`src/rtl/core/kct_pkg.sv`:
```
`timescale 1ns / 1ps
// ---------------------------------------------------------------------------
// kct_pkg - shared types for the keyed cost table
// Request codes, field widths and the token that walks the cell chain.
// ---------------------------------------------------------------------------
package kct_pkg;

    localparam int KEY_W   = 44;
    localparam int COST_W  = 24;
    localparam int TOTAL_W = 29;
    localparam int ECNT_W  = 6;

    typedef enum logic [1:0] {
        REQ_ADD   = 2'd0,
        REQ_DEL   = 2'd1,
        REQ_GET   = 2'd2,
        REQ_TOTAL = 2'd3
    } req_t;

    // Request state handed from one cell to the next
    typedef struct packed {
        logic               active;
        req_t               req;
        logic [KEY_W-1:0]   key;
        logic [COST_W-1:0]  cost;
        logic               names;
        logic               found;
        logic               added;
        logic [COST_W-1:0]  found_cost;
        logic [TOTAL_W-1:0] sum;
    } token_t;

    // One result word
    typedef struct packed {
        logic               ok;
        logic [COST_W-1:0]  found_cost;
        logic [TOTAL_W-1:0] total;
        logic [ECNT_W-1:0]  count;
    } result_t;

endpackage

```
`src/rtl/core/kct_cell.sv`:
```
`timescale 1ns / 1ps
// ---------------------------------------------------------------------------
// kct_cell - one table slot
// Holds one key and cost, acts on the passing request token and hands the
// token on to the next slot in the following cycle.
// ---------------------------------------------------------------------------
module kct_cell #(
    parameter int CELL_IDX = 0,
    parameter int CNT_W    = 6
) (
    input  logic                       aclk,
    input  logic                       aresetn,
    input  logic [CNT_W-1:0]           fill,
    input  kct_pkg::token_t            tok_in,
    output kct_pkg::token_t            tok_out,
    input  logic [kct_pkg::KEY_W-1:0]  nbr_key,
    input  logic [kct_pkg::COST_W-1:0] nbr_cost,
    output logic [kct_pkg::KEY_W-1:0]  key_out,
    output logic [kct_pkg::COST_W-1:0] cost_out
);
    import kct_pkg::*;

    logic [KEY_W-1:0]   key_reg,  key_next;
    logic [COST_W-1:0]  cost_reg, cost_next;
    token_t             tok_reg,  tok_next;
    logic               occupied;
    logic               is_tail;
    logic               hit;
    logic [TOTAL_W:0]   sum_wide;

    assign occupied = (CNT_W'(CELL_IDX) < fill);
    assign is_tail  = (CNT_W'(CELL_IDX) == fill);
    assign hit      = occupied && !tok_in.found && (key_reg == tok_in.key);
    assign sum_wide = {1'b0, tok_in.sum} + (TOTAL_W+1)'(cost_reg);

    // Slot update and token hand-on
    always_comb begin
        key_next  = key_reg;
        cost_next = cost_reg;
        tok_next  = tok_in;
        if (tok_in.active) begin
            tok_next.found = tok_in.found | hit;
            case (tok_in.req)
                REQ_ADD: begin
                    if (hit) begin
                        cost_next = tok_in.cost;
                    end else if (is_tail && !tok_in.found && tok_in.names) begin
                        key_next       = tok_in.key;
                        cost_next      = tok_in.cost;
                        tok_next.added = 1'b1;
                    end
                end
                REQ_DEL: begin
                    // from the match onwards every slot takes its right neighbour; the last slot keeps its own
                    if (hit || tok_in.found) begin
                        key_next  = nbr_key;
                        cost_next = nbr_cost;
                    end
                end
                REQ_GET: begin
                    if (hit) begin
                        tok_next.found_cost = cost_reg;
                    end
                end
                REQ_TOTAL: begin
                    if (occupied) begin
                        tok_next.sum = sum_wide[TOTAL_W] ? {TOTAL_W{1'b1}}
                                                         : sum_wide[TOTAL_W-1:0];
                    end
                end
                default: begin
                    tok_next = tok_in;
                end
            endcase
        end
    end

    // Slot contents need no reset
    always_ff @(posedge aclk) begin
        key_reg  <= key_next;
        cost_reg <= cost_next;
    end

    always_ff @(posedge aclk) begin
        if (!aresetn) begin
            tok_reg        <= '0;
        end else begin
            tok_reg        <= tok_next;
        end
    end

    assign tok_out  = tok_reg;
    assign key_out  = key_reg;
    assign cost_out = cost_reg;

endmodule

```
`config.mk`:
```
export PLATFORM = sky130hd
export DESIGN_NAME = kct_cell
export DESIGN_NICKNAME = d
export VERILOG_FILES = /design/src/rtl/core/kct_pkg.sv /design/src/rtl/core/kct_cell.sv
export SDC_FILE = /design/constraint.sdc
export NUM_CORES = 1
export LEC_CHECK = 0
export BUFFER_PORTS_ARGS = -buffer_cell sky130_fd_sc_hd__buf_4
export CAP_MARGIN = 20
export CORE_ASPECT_RATIO = 0.5
export CORE_MARGIN = 2
export CORE_UTILIZATION = 49
export CTS_BUF_LIST = sky130_fd_sc_hd__clkbuf_4 sky130_fd_sc_hd__clkbuf_8
export CTS_CLUSTER_DIAMETER = 50
export DETAILED_ROUTE_END_ITERATION = 6
export PLACE_DENSITY = 0.8
export SLEW_MARGIN = 20
export SYNTH_ARGS = -nofsm -noshare
export SYNTH_HDL_FRONTEND = slang
export SYNTH_SLANG_ARGS = --single-unit
```
`constraint.sdc`:
```
create_clock -name aclk -period 6.7 [get_ports aclk]
set_clock_uncertainty 0.1 [all_clocks]
set_input_delay 1.34 -clock aclk [delete_from_list [all_inputs] [get_ports aclk]]
set_output_delay 1.34 -clock aclk [all_outputs]
set_load 0.005 [all_outputs]
```
---- Word-level counts from Yosys, hierarchy flattened ----
Cells that the tools add are included.
operators by class
  $add $sub $neg .......................... 1
  $mul .................................... 0
  divide/modulo/power cells ............... 0
  order comparisons ....................... 1
  eq/ne operators ......................... 8
  shifts and indexed selects .............. 0
  muxes and demuxes ....................... 17
  bitwise operators ....................... 1
  reductions and logical operators ........ 11
operator list
  kind                                                        number
  2-to-1 mux 44 bit                                           3
  2-to-1 mux 127 bit                                          1
  2-to-1 mux 24 bit                                           5
  one-hot mux 44 bit (2 select lines)                         1
  2-to-1 mux 29 bit                                           3
  one-hot mux 24 bit (2 select lines)                         1
  == test 44 bit                                              1
  adder 29 x 24 -> 30 bit                                     1
  zero test 6 bit                                             1
  less-than comparator 1 x 6 -> 1 bit (first input constant)  1
  != test 2 bit (second input constant)                       3
  AND reduction 5 bit                                         1
  == test 2 bit (second input constant)                       2
  logical AND 1 bit                                           4
  AND reduction 4 bit                                         1
  2-to-1 mux 1 bit                                            3
  != test 3 bit (second input constant)                       1
  == test 2 x 1 -> 1 bit (second input constant)              1
  zero test 2 bit                                             1
  nonzero test 2 bit                                          1
  zero test 1 bit                                             1
  logical OR 1 bit                                            1
  OR 1 bit                                                    1
word-level totals
  bits in registers ....................... 195
  bits in latches ......................... 0
  RAM bits ................................ 0
  ROM bits ................................ 0
  output and inout bits ................... 195
  memories ................................ 0

---- Longest topological paths before layout ----
Gate-level depths: netlist (run 1).
  depth in word-level cells ............... 7
  gate-level depth with buffers ........... 10
  mapped depth without buffers ............ 9

---- Least setup slack after synthesis (run 1) ----
No wires, ideal clock.
  path kind ............................... input port to flip-flop
  from .................................... in tok_in[100] (netlist name)
  to ...................................... reg key_reg[0], in the netlist key_out[0], enable pin
  setup time .............................. 512 ps
  arrival ................................. 5671 ps
  required time ........................... 6088 ps
  path slack .............................. 417 ps
  stages on the path ...................... 6
  path buffers ............................ 0
  cell sequence ........................... nor2b_1 > a2111oi_2 > nand4_1 > nor4_2 > nor2_1 > a211oi_1
between the ends
  longest elaborated chain between the ends .. 5
ends and longest elaborated chain
  element                                 line            RTL
  from (decl)                             kct_cell.sv:14  input kct_pkg::token_t tok_in,
  == test 44 bit *                        kct_cell.sv:33  assign hit = occupied && !tok_in.found && (key_reg == tok_in.key);
  logical AND 1 bit *                     kct_cell.sv:33
  logical OR 1 bit                        kct_cell.sv:55  if (hit || tok_in.found) begin
  != test 2 bit (no source line)          -
  AND reduction 5 bit (no source line) *  -
  to (signal assigned)                    kct_cell.sv:80  key_reg <= key_next;
  to (decl)                               kct_cell.sv:23  logic [KEY_W-1:0] key_reg, key_next;
Every way passes the cells marked *; elsewhere a longest branch is shown, timed or not.
A chain may end at the register's enable or synchronous reset.

---- Worst setup path in the final report (run 1) ----
  from .................................... in tok_in[16] (netlist name)
  to ...................................... reg tok_reg (netlist bit tok_out[18])
between the ends
  longest elaborated chain between the ends .. 5
ends and longest elaborated chain
  element                  line            RTL
  adder 29 x 24 -> 30 bit  kct_cell.sv:34  assign sum_wide = {1'b0, tok_in.sum} + (TOTAL_W+1)'(cost_reg);
  2-to-1 mux 29 bit        kct_cell.sv:67  tok_next.sum = sum_wide[TOTAL_W] ? {TOTAL_W{1'b1}}
  2-to-1 mux 29 bit        kct_cell.sv:66  if (occupied) begin
  2-to-1 mux 29 bit        kct_cell.sv:43  case (tok_in.req)
  2-to-1 mux 127 bit       kct_cell.sv:41  if (tok_in.active) begin
  to (signal assigned)     kct_cell.sv:88  tok_reg <= tok_next;
  to (decl)                kct_cell.sv:25  token_t tok_reg, tok_next;
No other way between the ends.

==> flow_summary.yaml, run 1 <==
synth:
  yosys_warnings: 0
  netlist_instances: 765
  ys_seq_area_share_pct: 52.7
  async_flop_share_pct: 0
  yosys_register_bits: 195
  ys_types: 63
  netlist_area_sq_um: 8700
  syn_avg_cell_area_sq_um: 11.4
  synth_edf_count: 68
  ys.flop_type: "dfxtp_1"
  syn_nets: 993
timing:
  setup_violations: 0
  hold_ws_ns: 0.480
  period_share_pct: 57.0
  tightest_slew_ns: 0.890
  fmax_mhz: 262
  finalCriticalPeriod_ns: 3.82
  relSlewSlack_pct: 40.6
  tns_ns: 0
  rsz0062_at_grt: "no"
  finalHoldViolations: 0
  slew_violations: 0
power:
  powerDensity_nw_per_um2: 206
  internal_power_uw: 1850
  power_frac_seq_pct: 52.3
  finalPower_uw: 2530
  power.switching_uw: 680
  leakage_uw: 0.00563
  power.share.clock_pct: 28.5
  swShare_pct: 26.9
  power_frac_comb_pct: 19.2
  ir_worst_vdd_mv: 0.155
route:
  drtIter0Drc: 364
  antenna_left: 0
  vias: 7367
  wire_per_inst_um: 19.3
  viasPerCell: 5.25
  drt_first_pass_iters: 5
  routed_wl_um: 27000
  drc: 0
clock_tree:
  cts_hold_buf: 0
  post_cts_buffers: 0
  cts_root_buf: "clkbuf_8"
  cts_buffers: 17
  cts.sinks: 195
  cts_max_level: 4
  cts_tree: "built"
  cts_buffer_depth: 2
  cts.repair.resized: 0
  clk_latency_ns: 0.47
  clk_pin_slew_ns: 0.09
die:
  dieArea_sq_um: 18900
  die_h_um: 98.2
  io_pins: 398
  core_area_sq_um: 17400
  start_util_pct: 50.0
  std_cell_rows: 34
  die_w_um: 192
grt:
  antenna_found_initial: 0
  grtUsageTotal_pct: 27.9
  grt_pass1_vias: 7423
  grt_overflow: 0
  grt_pass1_wl_um: 40500
  grt_max_degree: 98
critical_path:
  worstSetupStartpoint: "tok_in[16]"
  critPathBufInv: 1
  rr_endpoint: "tok_out[18]$_SDFF_PN0_"
  critPathTopFamily: "compound AO/OA/AOI/OAI gates"
  crit_type: "primary input to register"
  critPathCaptureType: "register"
  crit_chain: "buf_4 > ha_1 > a21o_1 > a21o_1 > a21oi_1 > a21o_1 > o221ai_4 > nor2_1 > a31oi_1"
  critical_path.max_stage_delay_ns: 0.72
  critPathMaxFanout: 18
  reg2reg_from: "cost_out[20]$_DFFE_PP_"
  crit_top_cell: "a21o_1"
  worstPathArrival_ns: 4.01
  start_kind: "primary input"
  crit_required_ns: 6.89
  cpMaxStageDelayCell: "nor2_1"
  r2r_cells: 8
  r2r_slack_ns: 3.41
final_layout:
  layout-drive-gt1-share_pct: 44.7
  syn_to_final_growth_pct: 41.2
  multiInputGateArea_sq_um: 3930
  n_fill_cell: 1338
  utilization_pct: 70.6
  stdcell_count: 1402
  num_antenna_cells: 0
  seqCellArea_sq_um: 4580
  nets: 1383
placed_design:
  dp_cells: 1369
  dp_hpwl_um: 20500
  gp_congestion: 0.889
  portBuffers: 397
job:
  drv_cap: 0
worst_hold_path:
  hold_path_depth: 2
  hp-class: "register to register"
  hp-start: "cost_out[15]$_DFFE_PP_"
  min_to: "tok_out[44]$_SDFF_PN0_"
run_status:
  status: "complete, no violations"
[through the flow]
stage                     setup WS (ns)  area [sq um]
after floorplan                   0.417          8700
after global placement             2.62         11900
after detailed placement           2.49         11900
after CTS                          2.97         12300
after global routing               2.77         12300
final                              2.88         12300
[synth_stat cells, drive strengths merged, types with 4 or more instances]
master	instances	area [sq um]
buf	10	70.1
a2111oi	4	53.8
dfxtp	127	2540
nand4	6	52.6
a211oi	5	37.5
and3	4	25.0
nand3	9	45.0
xor2	48	420
mux2	66	743
nor4	14	93.8
a31oi	6	37.5
o21ai	36	184
o211ai	4	30.0
xnor2	7	61.3
edfxtp	68	2040
a21o	15	113
nand2	21	78.8
inv	13	48.8
nor2	53	199
and2	70	438
mux2i	24	240
o21a	5	37.5
clkbuf	23	87.6
nor2b	9	56.3
ha	24	300
a21oi	47	243
o211a	5	50.1
nor3	8	40.0
[worst reg2reg max path, cell delays in order, from the launching register on]
cell and delay, ns:
edfxtp_1 0.48, ha_1 0.41, a21o_1 0.23, a21oi_1 0.33, a211o_1 0.26, a21o_1 0.14
o221ai_4 0.24, nor2_1 0.72, a31oi_1 0.19
[power by group through the flow]
stage	Sequential (uW)	Clock, uW	Combinational (uW)
6_report	1320	720	485
5_1_grt	1330	777	525
4_1_cts	1320	731	481
3_5_place_dp	1350	0	478
3_3_place_gp	1350	0	466
2_1_floorplan	1350	0	214
[final cells by class]
type / count / share of cell area [%]
sequential: 195 / 37.3
inverter: 13 / 0.397
multi-input combinational: 524 / 32.0
tap: 234 / 2.38
clock buffer: 22 / 2.26
timing repair buffer: 404 / 25.0
clock inverter: 10 / 0.621
[how the worst max path moves through the flow]
stage,end,slack [ns],depth (start not counted)
2_1_floorplan,key_out[0]$_DFFE_PP_,0.42,6
4_1_cts,tok_out[18]$_SDFF_PN0_,2.97,9
3_3_place_gp,key_out[30]$_DFFE_PP_,2.62,8
5_1_grt,tok_out[16]$_SDFF_PN0_,2.77,9
3_5_place_dp,tok_out[18]$_SDFF_PN0_,2.49,9
6_report,tok_out[18]$_SDFF_PN0_,2.88,9
[flip-flops by register name, indices dropped and copies added (netlist names)]
register / count
cost_out: 24
tok_out: 127
key_out: 44
[routing by layer]
metal / GRT usage, % / wire length, um / vias to the layer above
met2: 46.9 / 13300 / 289
met3: 7.91 / 1780 / 55
met5: 0 / 0 / -
met1: 34.8 / 11100 / 3503
met4: 9.16 / 755 / 0
li1: - / - / 3520
[cells in the final DEF (no fill, tap or decap), types with 6 or more instances in the layout]
cell type	instances
a21o_1	15
nor2_1	53
mux2i_1	24
dfxtp_1	127
xor2_1	48
buf_4	402
nor3_1	8
o21ai_0	35
xnor2_1	7
a21oi_1	45
nand2_1	21
a31oi_1	6
nand3_1	9
and2_1	70
ha_1	24
clkbuf_8	18
nor4_1	13
edfxtp_1	68
inv_1	13
mux2_2	66
nor2b_1	8
[logic make-up after synthesis]
| kind of cell | share of synthesized area [%] |
|---|---|
| and+or+nand+nor | 12.8 |
| DFF | 52.7 |
| AOI/OAI and AO/OA | 11.6 |
| muxes | 11.3 |
| xor gates and xnor gates | 5.54 |
| buffers and inverters | 2.37 |
| adders and majority gates | 3.68 |
Note: power is estimated with default switching activity, not from simulation.
==> run 2, diff against run 1 <==
Clock period 6.7 ns to 3.95 ns, I/O delays scaled along.
==> run 2 against run 1 <==
Sequential cell count stayed put. Critical endpoint is now tok_out[24]$_SDFF_PN0_. Via count is 0.23% higher. Critical path type is now register to register. Highest routed layer unchanged. Die area stayed put. Final cell count hardly changed. Routed wire length is 0.89% lower. Clock power is 110% higher.
==> flow_summary.yaml, run 2 (same netlist as run 1, synthesis figures left out) <==
placed_design:
  portBuffers: 397
  postPlaceCellArea_sq_um: 11900
  gp_congestion: 0.910
  dp_cells: 1371
  dp_hpwl_um: 20200
clock_tree:
  clk_pin_slew_ns: 0.12
  cts.sinks: 195
  cts_tree: "built"
  cts_hold_buf: 0
  post_cts_buffers: 0
  cts_root_buf: "clkbuf_8"
  cts.repair.resized: 0
  clk_latency_ns: 0.47
  cts_buffers: 17
  cts_buffer_depth: 2
  cts_max_level: 4
timing:
  relSlewSlack_pct: 38.4
  setup_violations: 0
  hold_ws_ns: 0.413
  finalCriticalPeriod_ns: 3.08
  period_share_pct: 78.0
  slew_violations: 0
  finalHoldViolations: 0
  tightest_slew_ns: 0.919
  fmax_mhz: 325
  tns_ns: 0
  rsz0062_at_grt: "no"
final_layout:
  final_common_cell: "buf_4"
  largest_register_ffs: 127
  most-common-layout-cells: "404 x buf_4, 127 x dfxtp_1, 70 x and2_1"
  layout-drive-gt1-share_pct: 44.8
  design_area_sq_um: 12400
  nets: 1384
  syn_to_final_growth_pct: 42.3
  n_fill_cell: 1316
  stdcell_count: 1403
  num_antenna_cells: 0
grt:
  grt_max_degree: 98
  grt_pass1_vias: 7418
  grtUsageTotal_pct: 27.8
  grt_overflow: 0
  grt_pass1_wl_um: 40200
  antenna_found_initial: 0
route:
  wire_per_inst_um: 19.1
  drc: 0
  vias: 7384
  drtIter0Drc: 335
  antenna_left: 0
  viasPerCell: 5.26
  routed_wl_um: 26800
  drt_first_pass_iters: 5
critical_path:
  critPathCaptureType: "register"
  crit_required_ns: 4.17
  critPathMaxFanout: 6
  crit_type: "register to register"
  start_kind: "register"
  worstPathArrival_ns: 3.30
die:
  std_cell_rows: 34
  die_h_um: 98.2
  start_util_pct: 50.0
  die_w_um: 192
  core_area_sq_um: 17400
  dieArea_sq_um: 18900
  io_pins: 398
run_status:
  status: "complete, no violations"
power:
  powerDensity_nw_per_um2: 371
  ir_worst_vdd_mv: 0.216
  leakage_uw: 0.00568
worst_hold_path:
  hp-class: "primary input to register"
job:
  drv_cap: 0
[run 2: final timing paths]
| kind | start | end | slack (ns) | depth (start not counted) |
|---|---|---|---|---|
| setup / recovery | cost_out[0]$_DFFE_PP_ | tok_out[24]$_SDFF_PN0_ | 0.87 | 9 |
| hold / removal | tok_in[57] | tok_out[57]$_SDFF_PN0_ | 0.41 | 2 |
| setup reg to reg | cost_out[0]$_DFFE_PP_ | tok_out[24]$_SDFF_PN0_ | 0.87 | 9 |
| hold reg to reg | cost_out[15]$_DFFE_PP_ | tok_out[44]$_SDFF_PN0_ | 0.48 | 2 |
[run 2: routing by layer]
layer / up-vias / track usage [%] / wire (um)
met5: - / 0 / 0
met4: 0 / 9.34 / 648
met3: 47 / 5.79 / 1620
met2: 270 / 47.3 / 13300
met1: 3535 / 35.4 / 11200
li1: 3532 / - / -
[run 2: where the power goes]
| part | switching [uW] | internal, uW | leakage (uW) | total, uW |
|---|---|---|---|---|
| registers | 50.7 | 2190 | 0.00168 | 2240 |
| clock network | 808 | 723 | 0.000236 | 1530 |
| logic | 370 | 449 | 0.00376 | 819 |
| total | 1230 | 3360 | 0.00568 | 4590 |
[run 2: metrics by stage]
stage	total power (uW)	utilization, %	setup slack (ns)
after CTS	4610	71.2	0.889
final	4590	71.2	0.870
after global routing	4750	71.2	0.705
after global placement	3080	68.5	0.564
after detailed placement	3100	68.5	0.502
after floorplan	2650	-	0.351
[run 2: final cells by class]
cell class	count	area, sq um	share of cell area [%]
Clock buffer	17	234	1.89
Sequential cell	195	4580	37.0
Clock inverter	15	236	1.91
Timing Repair Buffer	405	3050	24.7
Inverter	13	48.8	0.394
Multi-Input combinational cell	524	3930	31.8
Tap cell	234	293	2.36
[run 2: worst max-delay path: stages, from the launching register on]
cell and delay [ns]:
edfxtp_1 0.47, ha_1 0.27, fa_1 0.44, a211oi_1 0.34
o211a_1 0.24, o211a_1 0.22, o21ai_2 0.14, a2111o_1 0.42
a31oi_1 0.20, nor3_1 0.07
